**src/hw/rtl/nsc_pkg.sv**
```systemverilog
package nsc_pkg;

    // Default line capacity per slot, in bytes
    localparam int LINE_LEN_DEF = 128;

    // Header compare length and register width
    localparam int HDR_LEN = 5;
    localparam int HDR_W   = 8 * HDR_LEN;

    localparam logic [HDR_W-1:0] FIRST_HDR_RST  = 40'd306290249027; // "GPRMC"
    localparam logic [HDR_W-1:0] SECOND_HDR_RST = 40'd306289526593; // "GPGGA"

    localparam logic [7:0] CH_DOLLAR  = 8'h24;
    localparam logic [7:0] CH_NEWLINE = 8'h0A;

    // Config port
    localparam int PADDR_W = 4;
    localparam int PDATA_W = 64;
    localparam int REG_SEL_BIT = 3;  // registers on an 8-byte stride

    typedef logic [1:0] func_t;
    localparam func_t FUNC_BYTE    = 2'd0;
    localparam func_t FUNC_READ    = 2'd1;
    localparam func_t FUNC_RELEASE = 2'd2;

    typedef struct packed {
        logic kept;
        logic both_ready;
    } cap_status_t;

    // strncmp-style compare; first byte sits in the top byte of each word
    function automatic logic hdr_match(input logic [HDR_W-1:0] want,
                                       input logic [HDR_W-1:0] got);
        logic       done;
        logic       ok;
        logic [7:0] w;
        logic [7:0] g;
        done = 1'b0;
        ok   = 1'b1;
        for (int i = 0; i < HDR_LEN; i++) begin
            w = want[8*(HDR_LEN-1-i) +: 8];
            g = got[8*(HDR_LEN-1-i) +: 8];
            if (!done) begin
                if (w != g) begin
                    ok   = 1'b0;
                    done = 1'b1;
                end else if (w == 8'h00) begin
                    done = 1'b1;
                end
            end
        end
        return ok;
    endfunction

endpackage

```
**src/hw/rtl/nmea_sentence_capture.sv**
```systemverilog
// NMEA sentence capture.
// Input channel (s_*): one beat per UART byte (func = byte), per read of a stored
// byte (func = read, s_read_line / s_read_index) or per release (func = release).
// Output channel (m_*): exactly one result beat per input beat, in order.
// A '$' opens a sentence in the current slot; bytes are appended until '\n',
// which stores newline plus a zero terminator. If the five bytes after '$'
// match either header register, the slot is kept and filling moves on. After
// two kept sentences m_both_ready stays high and received bytes are ignored
// until a release beat.
// Latency: the result is valid the cycle after the input beat is taken.
// Throughput: one beat per cycle while the output is not stalled. The line store
// is split into even/odd byte banks so a newline writes both its bytes in the same
// cycle; a read reads both banks at one address, registered, and picks by index bit 0.
// Stall: s_ready = !m_valid || m_ready, so a new beat is taken in the same
// cycle the held result leaves; while m_ready is low the result holds.
// Reset (aresetn, synchronous): no open sentence, slot 0, ready clear, headers
// back to "GPRMC"/"GPGGA". The line store is not cleared, so no clearing pass.
// Config: APB, 64-bit data, first header at 0x0, second at 0x8.
module nmea_sentence_capture
    import nsc_pkg::*;
#(
    parameter int LINE_LEN = LINE_LEN_DEF
) (
    input  logic               aclk,
    input  logic               aresetn,
    // config
    input  logic               psel,
    input  logic               penable,
    input  logic               pwrite,
    input  logic [PADDR_W-1:0] paddr,
    input  logic [PDATA_W-1:0] pwdata,
    output logic [PDATA_W-1:0] prdata,
    output logic               pready,
    // input beats
    input  logic               s_valid,
    output logic               s_ready,
    input  logic [1:0]         s_func,
    input  logic [7:0]         s_rx_byte,
    input  logic               s_read_line,
    input  logic [6:0]         s_read_index,
    // result beats
    output logic               m_valid,
    input  logic               m_ready,
    output logic [7:0]         m_read_data,
    output logic               m_both_ready,
    output logic               m_sentence_kept
);

    localparam int HALF  = (LINE_LEN + 1) / 2;   // entries per slot per bank
    localparam int POS_W = $clog2(LINE_LEN);
    localparam int BA_W  = $clog2(2 * HALF);
    localparam int IDX_W = 9;                    // holds any LINE_LEN in range

    logic [HDR_W-1:0] first_hdr, second_hdr;
    logic             acc;
    logic             wr_en   [2];
    logic [BA_W-1:0]  wr_addr [2];
    logic [7:0]       wr_data [2];
    logic [7:0]       rd_q    [2];
    cap_status_t      status;

    logic [IDX_W-1:0] idx_ext;
    logic             idx_ok;
    logic [POS_W-1:0] rd_pos;
    logic [BA_W-1:0]  rd_addr;

    logic m_valid_reg, m_valid_next;
    logic rd_use_reg, rd_sel_reg, ready_out_reg, kept_out_reg;

    assign s_ready = !m_valid_reg || m_ready;
    assign acc     = s_valid && s_ready;

    nsc_apb_regs u_regs (
        .aclk       (aclk),
        .aresetn    (aresetn),
        .psel       (psel),
        .penable    (penable),
        .pwrite     (pwrite),
        .paddr      (paddr),
        .pwdata     (pwdata),
        .prdata     (prdata),
        .pready     (pready),
        .first_hdr  (first_hdr),
        .second_hdr (second_hdr)
    );

    nsc_capture #(
        .LINE_LEN (LINE_LEN),
        .HALF     (HALF),
        .POS_W    (POS_W),
        .BA_W     (BA_W)
    ) u_capture (
        .aclk       (aclk),
        .aresetn    (aresetn),
        .acc        (acc),
        .func       (s_func),
        .rx_byte    (s_rx_byte),
        .first_hdr  (first_hdr),
        .second_hdr (second_hdr),
        .wr_en      (wr_en),
        .wr_addr    (wr_addr),
        .wr_data    (wr_data),
        .status     (status)
    );

    // Read address: index past the line reads as zero
    assign idx_ext = IDX_W'(s_read_index);
    assign idx_ok  = (idx_ext < IDX_W'(LINE_LEN));
    assign rd_pos  = idx_ext[POS_W-1:0];
    assign rd_addr = s_read_line ? BA_W'(int'(rd_pos >> 1) + HALF)
                                 : BA_W'(rd_pos >> 1);

    for (genvar b = 0; b < 2; b++) begin : g_bank
        nsc_line_bank #(
            .DEPTH (2 * HALF),
            .AW    (BA_W)
        ) u_bank (
            .aclk  (aclk),
            .we    (wr_en[b]),
            .waddr (wr_addr[b]),
            .wdata (wr_data[b]),
            .re    (acc),
            .raddr (rd_addr),
            .rdata (rd_q[b])
        );
    end

    // Output register
    always_comb begin
        m_valid_next = m_valid_reg;
        if (acc) begin
            m_valid_next = 1'b1;
        end else if (m_ready) begin
            m_valid_next = 1'b0;
        end
    end

    always_ff @(posedge aclk) begin
        if (!aresetn) begin
            m_valid_reg <= 1'b0;
        end else begin
            m_valid_reg <= m_valid_next;
        end
    end

    always_ff @(posedge aclk) begin
        if (acc) begin
            rd_use_reg    <= (s_func == FUNC_READ) && idx_ok;
            rd_sel_reg    <= rd_pos[0];
            ready_out_reg <= status.both_ready;
            kept_out_reg  <= status.kept;
        end
    end

    assign m_valid         = m_valid_reg;
    assign m_read_data     = rd_use_reg ? rd_q[rd_sel_reg] : 8'h00;
    assign m_both_ready    = ready_out_reg;
    assign m_sentence_kept = kept_out_reg;

    a_one_result: assert property (@(posedge aclk) disable iff (!aresetn)
        acc |=> m_valid)
        else $error("accepted beat produced no result");

    a_kept_no_read: assert property (@(posedge aclk) disable iff (!aresetn)
        m_valid && m_sentence_kept |-> m_read_data == 8'h00)
        else $error("kept result carries read data");

    a_kept_byte: assert property (@(posedge aclk) disable iff (!aresetn)
        acc && status.kept |-> s_func == FUNC_BYTE)
        else $error("sentence kept on a non-byte beat");

endmodule

```
**src/hw/rtl/nsc_line_bank.sv**
```systemverilog
module nsc_line_bank
    import nsc_pkg::*;
#(
    parameter int DEPTH = LINE_LEN_DEF,
    parameter int AW    = $clog2(LINE_LEN_DEF)
) (
    input  logic          aclk,
    input  logic          we,
    input  logic [AW-1:0] waddr,
    input  logic [7:0]    wdata,
    input  logic          re,
    input  logic [AW-1:0] raddr,
    output logic [7:0]    rdata
);

    logic [7:0] mem [DEPTH];
    logic [7:0] rdata_reg;

    always_ff @(posedge aclk) begin
        if (we) begin
            mem[waddr] <= wdata;
        end
    end

    always_ff @(posedge aclk) begin
        if (re) begin
            rdata_reg <= mem[raddr];
        end
    end

    assign rdata = rdata_reg;

endmodule

```
**src/hw/rtl/nsc_apb_regs.sv**
```systemverilog
module nsc_apb_regs
    import nsc_pkg::*;
(
    input  logic               aclk,
    input  logic               aresetn,
    input  logic               psel,
    input  logic               penable,
    input  logic               pwrite,
    input  logic [PADDR_W-1:0] paddr,
    input  logic [PDATA_W-1:0] pwdata,
    output logic [PDATA_W-1:0] prdata,
    output logic               pready,
    output logic [HDR_W-1:0]   first_hdr,
    output logic [HDR_W-1:0]   second_hdr
);

    logic [HDR_W-1:0] first_hdr_reg;
    logic [HDR_W-1:0] second_hdr_reg;
    logic             wr_en;

    assign pready = 1'b1;
    assign wr_en  = psel && penable && pwrite;

    always_ff @(posedge aclk) begin
        if (!aresetn) begin
            first_hdr_reg  <= FIRST_HDR_RST;
            second_hdr_reg <= SECOND_HDR_RST;
        end else if (wr_en) begin
            if (paddr[REG_SEL_BIT]) begin
                second_hdr_reg <= pwdata[HDR_W-1:0];
            end else begin
                first_hdr_reg <= pwdata[HDR_W-1:0];
            end
        end
    end

    always_comb begin
        if (paddr[REG_SEL_BIT]) begin
            prdata = PDATA_W'(second_hdr_reg);
        end else begin
            prdata = PDATA_W'(first_hdr_reg);
        end
    end

    assign first_hdr  = first_hdr_reg;
    assign second_hdr = second_hdr_reg;

endmodule

```
**src/hw/rtl/nsc_capture.sv**
```systemverilog
module nsc_capture
    import nsc_pkg::*;
#(
    parameter int LINE_LEN = LINE_LEN_DEF,
    parameter int HALF     = (LINE_LEN_DEF + 1) / 2,
    parameter int POS_W    = $clog2(LINE_LEN_DEF),
    parameter int BA_W     = $clog2(LINE_LEN_DEF)
) (
    input  logic             aclk,
    input  logic             aresetn,
    input  logic             acc,
    input  func_t            func,
    input  logic [7:0]       rx_byte,
    input  logic [HDR_W-1:0] first_hdr,
    input  logic [HDR_W-1:0] second_hdr,
    output logic             wr_en   [2],
    output logic [BA_W-1:0]  wr_addr [2],
    output logic [7:0]       wr_data [2],
    output cap_status_t      status
);

    localparam logic [POS_W-1:0] LAST_DATA = POS_W'(LINE_LEN - 2);

    logic             open_reg,  open_next;
    logic             slot_reg,  slot_next;
    logic             ready_reg, ready_next;
    logic [POS_W-1:0] wp_reg,    wp_next;
    logic [7:0]       hdr_reg [HDR_LEN];

    logic             is_byte, is_dollar, is_nl, open_now;
    logic             take, nl_take, data_take, kept;
    logic [POS_W-1:0] pos, term_pos;
    logic [HDR_W-1:0] got;

    function automatic logic [BA_W-1:0] bank_addr(input logic slot,
                                                  input logic [POS_W-1:0] p);
        int a;
        a = int'(p >> 1);
        if (slot) begin
            a = a + HALF;
        end
        return BA_W'(a);
    endfunction

    assign is_byte   = acc && (func == FUNC_BYTE) && !ready_reg;
    assign is_dollar = (rx_byte == CH_DOLLAR);
    assign is_nl     = (rx_byte == CH_NEWLINE);
    assign open_now  = is_dollar || open_reg;
    assign pos       = is_dollar ? '0 : wp_reg;
    assign term_pos  = POS_W'(pos + 1'b1);
    assign take      = is_byte && open_now;
    assign nl_take   = take && is_nl;
    assign data_take = take && !is_nl && (pos < LAST_DATA);

    // Header bytes as the slot holds them once newline and terminator land
    always_comb begin
        got = '0;
        for (int i = 1; i <= HDR_LEN; i++) begin
            if (i < int'(pos)) begin
                got[8*(HDR_LEN-i) +: 8] = hdr_reg[i-1];
            end else if (i == int'(pos)) begin
                got[8*(HDR_LEN-i) +: 8] = CH_NEWLINE;
            end else begin
                got[8*(HDR_LEN-i) +: 8] = 8'h00;
            end
        end
    end

    assign kept = nl_take && (hdr_match(first_hdr, got) || hdr_match(second_hdr, got));

    // Next state
    always_comb begin
        open_next  = open_reg;
        wp_next    = wp_reg;
        slot_next  = slot_reg;
        ready_next = ready_reg;
        if (is_byte) begin
            open_next = open_now && !is_nl;
            if (take) begin
                if (is_nl) begin
                    wp_next = '0;
                end else if (data_take) begin
                    wp_next = term_pos;
                end else begin
                    wp_next = pos;
                end
            end
        end
        if (kept) begin
            slot_next = !slot_reg;
            if (slot_reg) begin
                ready_next = 1'b1;
            end
        end
        if (acc && (func == FUNC_RELEASE)) begin
            ready_next = 1'b0;
        end
    end

    // Bank writes: even positions in bank 0, odd in bank 1
    always_comb begin
        for (int b = 0; b < 2; b++) begin
            if (pos[0] == b[0]) begin
                wr_en[b]   = data_take || nl_take;
                wr_addr[b] = bank_addr(slot_reg, pos);
                wr_data[b] = rx_byte;
            end else begin
                wr_en[b]   = nl_take;
                wr_addr[b] = bank_addr(slot_reg, term_pos);
                wr_data[b] = 8'h00;
            end
        end
    end

    always_ff @(posedge aclk) begin
        if (!aresetn) begin
            open_reg  <= 1'b0;
            slot_reg  <= 1'b0;
            ready_reg <= 1'b0;
            wp_reg    <= '0;
        end else begin
            open_reg  <= open_next;
            slot_reg  <= slot_next;
            ready_reg <= ready_next;
            wp_reg    <= wp_next;
        end
    end

    always_ff @(posedge aclk) begin
        for (int k = 0; k < HDR_LEN; k++) begin
            if (data_take && (int'(pos) == k + 1)) begin
                hdr_reg[k] <= rx_byte;
            end
        end
    end

    assign status.kept       = kept;
    assign status.both_ready = ready_next;

    a_wp_range: assert property (@(posedge aclk) disable iff (!aresetn)
        wp_reg <= LAST_DATA)
        else $error("write position past data limit");

    a_no_write_ready: assert property (@(posedge aclk) disable iff (!aresetn)
        ready_reg |-> !(wr_en[0] || wr_en[1]))
        else $error("line store written while both sentences held");

    a_release: assert property (@(posedge aclk) disable iff (!aresetn)
        acc && (func == FUNC_RELEASE) |=> !ready_reg)
        else $error("release did not clear ready");

    a_second_kept: assert property (@(posedge aclk) disable iff (!aresetn)
        kept && slot_reg |=> ready_reg && !slot_reg)
        else $error("second kept sentence did not raise ready");

    a_kept_newline: assert property (@(posedge aclk) disable iff (!aresetn)
        kept |-> (rx_byte == CH_NEWLINE) && (open_reg || is_dollar))
        else $error("sentence kept without a newline in an open sentence");

endmodule
```
**config.mk**
```make
export PLATFORM = sky130hd
export DESIGN_NAME = nmea_sentence_capture
export DESIGN_NICKNAME = d
export VERILOG_FILES = /design/src/hw/rtl/nsc_pkg.sv /design/src/hw/rtl/nmea_sentence_capture.sv /design/src/hw/rtl/nsc_line_bank.sv /design/src/hw/rtl/nsc_apb_regs.sv /design/src/hw/rtl/nsc_capture.sv
export SDC_FILE = /design/constraint.sdc
export NUM_CORES = 2
export LEC_CHECK = 0
export ABC_AREA = 1
export BUFFER_PORTS_ARGS = -buffer_cell sky130_fd_sc_hd__buf_2
export CAP_MARGIN = 20
export CORE_MARGIN = 8
export CORE_UTILIZATION = 50
export CTS_CLUSTER_SIZE = 30
export DETAILED_ROUTE_END_ITERATION = 12
export GPL_TIMING_DRIVEN = 0
export PLACE_DENSITY = 0.66
export SLEW_MARGIN = 10
export SYNTH_ARGS = -nofsm -noshare
export SYNTH_HDL_FRONTEND = slang
export SYNTH_HIERARCHICAL = 1
export SYNTH_SLANG_ARGS = --single-unit
export TNS_END_PERCENT = 10
```
**constraint.sdc**
```tcl
create_clock -name aclk -period 7.9 [get_ports aclk]
set_input_delay 1.58 -clock aclk [delete_from_list [all_inputs] [get_ports aclk]]
set_output_delay 1.58 -clock aclk [all_outputs]
set_load 0.005 [all_outputs]
```
==> out/metrics.cfg <==
[yosys]
ys.flop_type = edfxtp_1
muxShareOfSynthArea_pct = 0
synth_seq_cells = 2199
synth-edff-count = 2108
synthDistinctLibCells = 37
synth_xor_area_share_pct = 0.3410
synth_warnings = 6
synthTopCellsByArea = edfxtp_1 (68%), nand2_1 (12%), nand3_1 (11%), dfxtp_1 (2.0%), nor2_1 (1.8%)
synth.most_common_cell = nand2_1
yosysTopAreaCell = edfxtp_1
syn_avg_cell_area_sq_um = 11.06
synth_top_area_share_pct = 68.46
synth_common_cells = nand2_1 (2,862), edfxtp_1 (2,108), nand3_1 (1,976)
async_flop_share_pct = 0
synthAdderAreaFrac_pct = 0.05413
syn-cell-area_sq_um = 92470
yosys.area_share.simple_pct = 24.89
synth_compound_area_share_pct = 0.2287
syn_inst = 8357
synth_top_family_by_area = simple AND/OR/NAND/NOR gates
yosysSeqAreaShare_pct = 70.43

[timing]
period_minus_slack_ns = 7.144
timing.fmax_mhz = 140.0
final_max_slew_viol_count = 0
hold_violations = 0
tns_ns = 0
worstMarginPinSlew_ns = 1.296
finalSetupViolations = 0
relSlewSlack_pct = 13.31
timing.final.crit_share_pct = 90.43
rsz0062_at_grt = no
clock_skew_ns = 0.04402
timing.final.ws_setup_ns = 0.7561

[worst_hold_path]
hold_end = u_capture/open_reg$_SDFFE_PN0P_
min-delay-start = u_capture/open_reg$_SDFFE_PN0P_
hold-path-cell-count = 2
hold_class = flip-flop to flip-flop

[finish]
multi_input_area_sq_um = 23780
post-route-util_pct = 56.82
layout.nets = 8903
syn_to_final_growth_pct = 13.46
instances_no_fill = 11490
nFillCells = 15390
regArea_sq_um = 65120
largest_register_ffs = 2048
layout-drive-gt1-share_pct = 11.30
largest-register = g_bank.u_bank/mem

[grt]
gr-usage-all-layers_pct = 30.11
grt_pass1_vias = 63040
globalRoute.busiestLayer = met2
use_met1_pct = 37.46
grt_max_degree = 95
use_met2_pct = 48.80
grt_antenna_before_repair = 17
grtUsageMet3_pct = 5.946
grt.overflow.total = 0
grt_pass1_wl_mm = 435.2

[power_and_ir_drop]
p_leak_nw = 38.89
p_sw_mw = 5.683
internal_power_mw = 18.82
comb_power_share_pct = 6.8
peakVddDrop_mv = 0.2342
cellPowerDensity_nw_per_um2 = 233.6
seqPwrFrac_pct = 51.9
p_sw_share_pct = 23.19
clock_power_share_pct = 41.3

[clocking]
cts_resized = 0
root_buffer = clkbuf_16
clkLatencyLatePin_ns = 0.87
clockBufferDepth = 3
cts.sinks = 2199
cts_hold_buffers = 0
cts_max_level = 4
path_clk_slew_ns = 0.06
cts_setup_buffers = 0
cts_tree = built
numCtsBuffers = 218

[worst_setup_path]
endpoint_kind = flip-flop
critPathMaxFanout = 11
cpMostUsedCell = inv_1
cpLargestDelayFamily = simple AND/OR/NAND/NOR gates
path_cells = buf_2 -> inv_1 -> nand2_1 -> nor2_2 -> nand2_4 -> inv_1 -> nor2_1 -> clkbuf_1 -> ha_1 -> inv_1 -> nor2_1 -> inv_1 -> o22ai_1 -> o21ai_0 -> o21ai_0 -> inv_1 -> nor2_1 -> nand2_1 -> nor2_1
rrSetupSlack_ns = 1.93
ff2ff_path_depth = 14
critPathBufInv = 7
critPathSlowestCell = nor2_1
regToRegEndpoint = g_bank[0].u_bank/mem[45][2]$_DFFE_PP_
reg2reg_from = u_capture/wp_reg[0]$_SDFFE_PN0P_
cp.depth = 19
cp.arrival_ns = 7.63
slowest_delay_ns = 0.92
path_class = input pin to flip-flop
cp.required_ns = 8.38
crit_path_start_kind = input pin

[placed_design]
portBuffers = 112
dp_cells = 11050
place_ws_ns = 0.1760
dp_hpwl_mm = 223.6
gp_congestion = 0.9936

[run]
cap_violations = 0

[floorplanning]
core-area_sq_um = 184600
die_area_sq_um = 198900
initial_core_util_pct = 50.08
die_h_microns = 446.0
boundaryPins = 170
fp-row-count = 158
fp.dieW_microns = 446.0

[route]
routed_wl_mm = 309.5
drt-wirelength-per-cell_microns = 26.95
drt_first_iter_violations = 9289
ant_nets = 0
vias = 67380
viasPerCell = 5.867
drc = 0
drt-pass1-iter-count = 8

[outcome]
status = completed

==> how the worst max path moves through the flow <==
stage	startpoint	endpoint
6_report	s_rx_byte[6]	g_bank[0].u_bank/mem[45][2]$_DFFE_PP_
5_1_grt	s_rx_byte[0]	g_bank[0].u_bank/mem[78][1]$_DFFE_PP_
4_1_cts	s_rx_byte[0]	g_bank[0].u_bank/mem[79][5]$_DFFE_PP_
3_5_place_dp	s_rx_byte[0]	g_bank[0].u_bank/mem[79][3]$_DFFE_PP_
3_3_place_gp	s_rx_byte[0]	g_bank[1].u_bank/mem[10][2]$_DFFE_PP_
2_1_floorplan	s_rx_byte[6]	g_bank[1].u_bank/mem[0][2]$_DFFE_PP_
==> area by class of cell <==
class | count | share of cell area (%)
sequential | 2199 | 62.07
inverter | 158 | 0.6058
tap | 2480 | 2.958
clock inverter | 132 | 1.086
timing repair buffer | 206 | 2.060
buffer | 535 | 2.990
antenna | 14 | 0.03339
clock buffer | 273 | 5.525
multi-input combinational | 5488 | 22.67
==> cells in the final DEF (no fill, tap or decap), drive strengths merged, types with 6 or more instances in the layout <==
cell         n
nand2     2879
edfxtp    2108
nand3     1979
buf        665
nor2       452
clkbuf     349
inv        160
clkinv     109
dfxtp       91
nand3b      30
xor2        26
conb        25
o21ai       22
nor4        18
nor3        18
bufinv      15
diode       14
a21oi       13
xnor2       10
nand4        8
clkinvlp     6
==> through the flow <==
step / hold slack (ns) / cell area, sq um / power (mW)
after CTS: 0.4818 / 104700 / 24.56
final: 0.4825 / 104900 / 24.51
after global placement: 0.4551 / 96220 / 14.53
after detailed placement: 0.4732 / 97810 / 14.57
after floorplan: 0.4441 / 92550 / 13.86
after global routing: 0.5102 / 104900 / 25.12
==> per-layer routing <==
metal / up-vias / share of wire (%)
li1: 29910 / -
met1: 32630 / 36
met2: 3989 / 47
met3: 850 / 9.8
met4: 8 / 7.1
met5: - / 0.024
==> power by group through the flow <==
stage	sequential, mW	clock [mW]	combinational [mW]
2_1_floorplan	13.0	0	0.889
3_3_place_gp	13.0	0	1.53
3_5_place_dp	13.0	0	1.60
4_1_cts	12.7	10.2	1.61
5_1_grt	12.7	10.7	1.74
6_report	12.7	10.1	1.66
==> cell families after synthesis <==
family / after synthesis
AO/OA/AOI/OAI: 37
XOR/XNOR: 36
adder cells (fa/ha/maj): 4
buffers and inverters: 693
flip-flops: 2199
other: 2
AND/OR/NAND/NOR: 5386
==> tightest hold or removal path, stage by stage, from the launching register on <==
cell,delay (ns)
dfxtp_1,0.31
nand2_1,0.06
a21oi_1,0.06
Note: power is estimated with default switching activity, not from simulation.
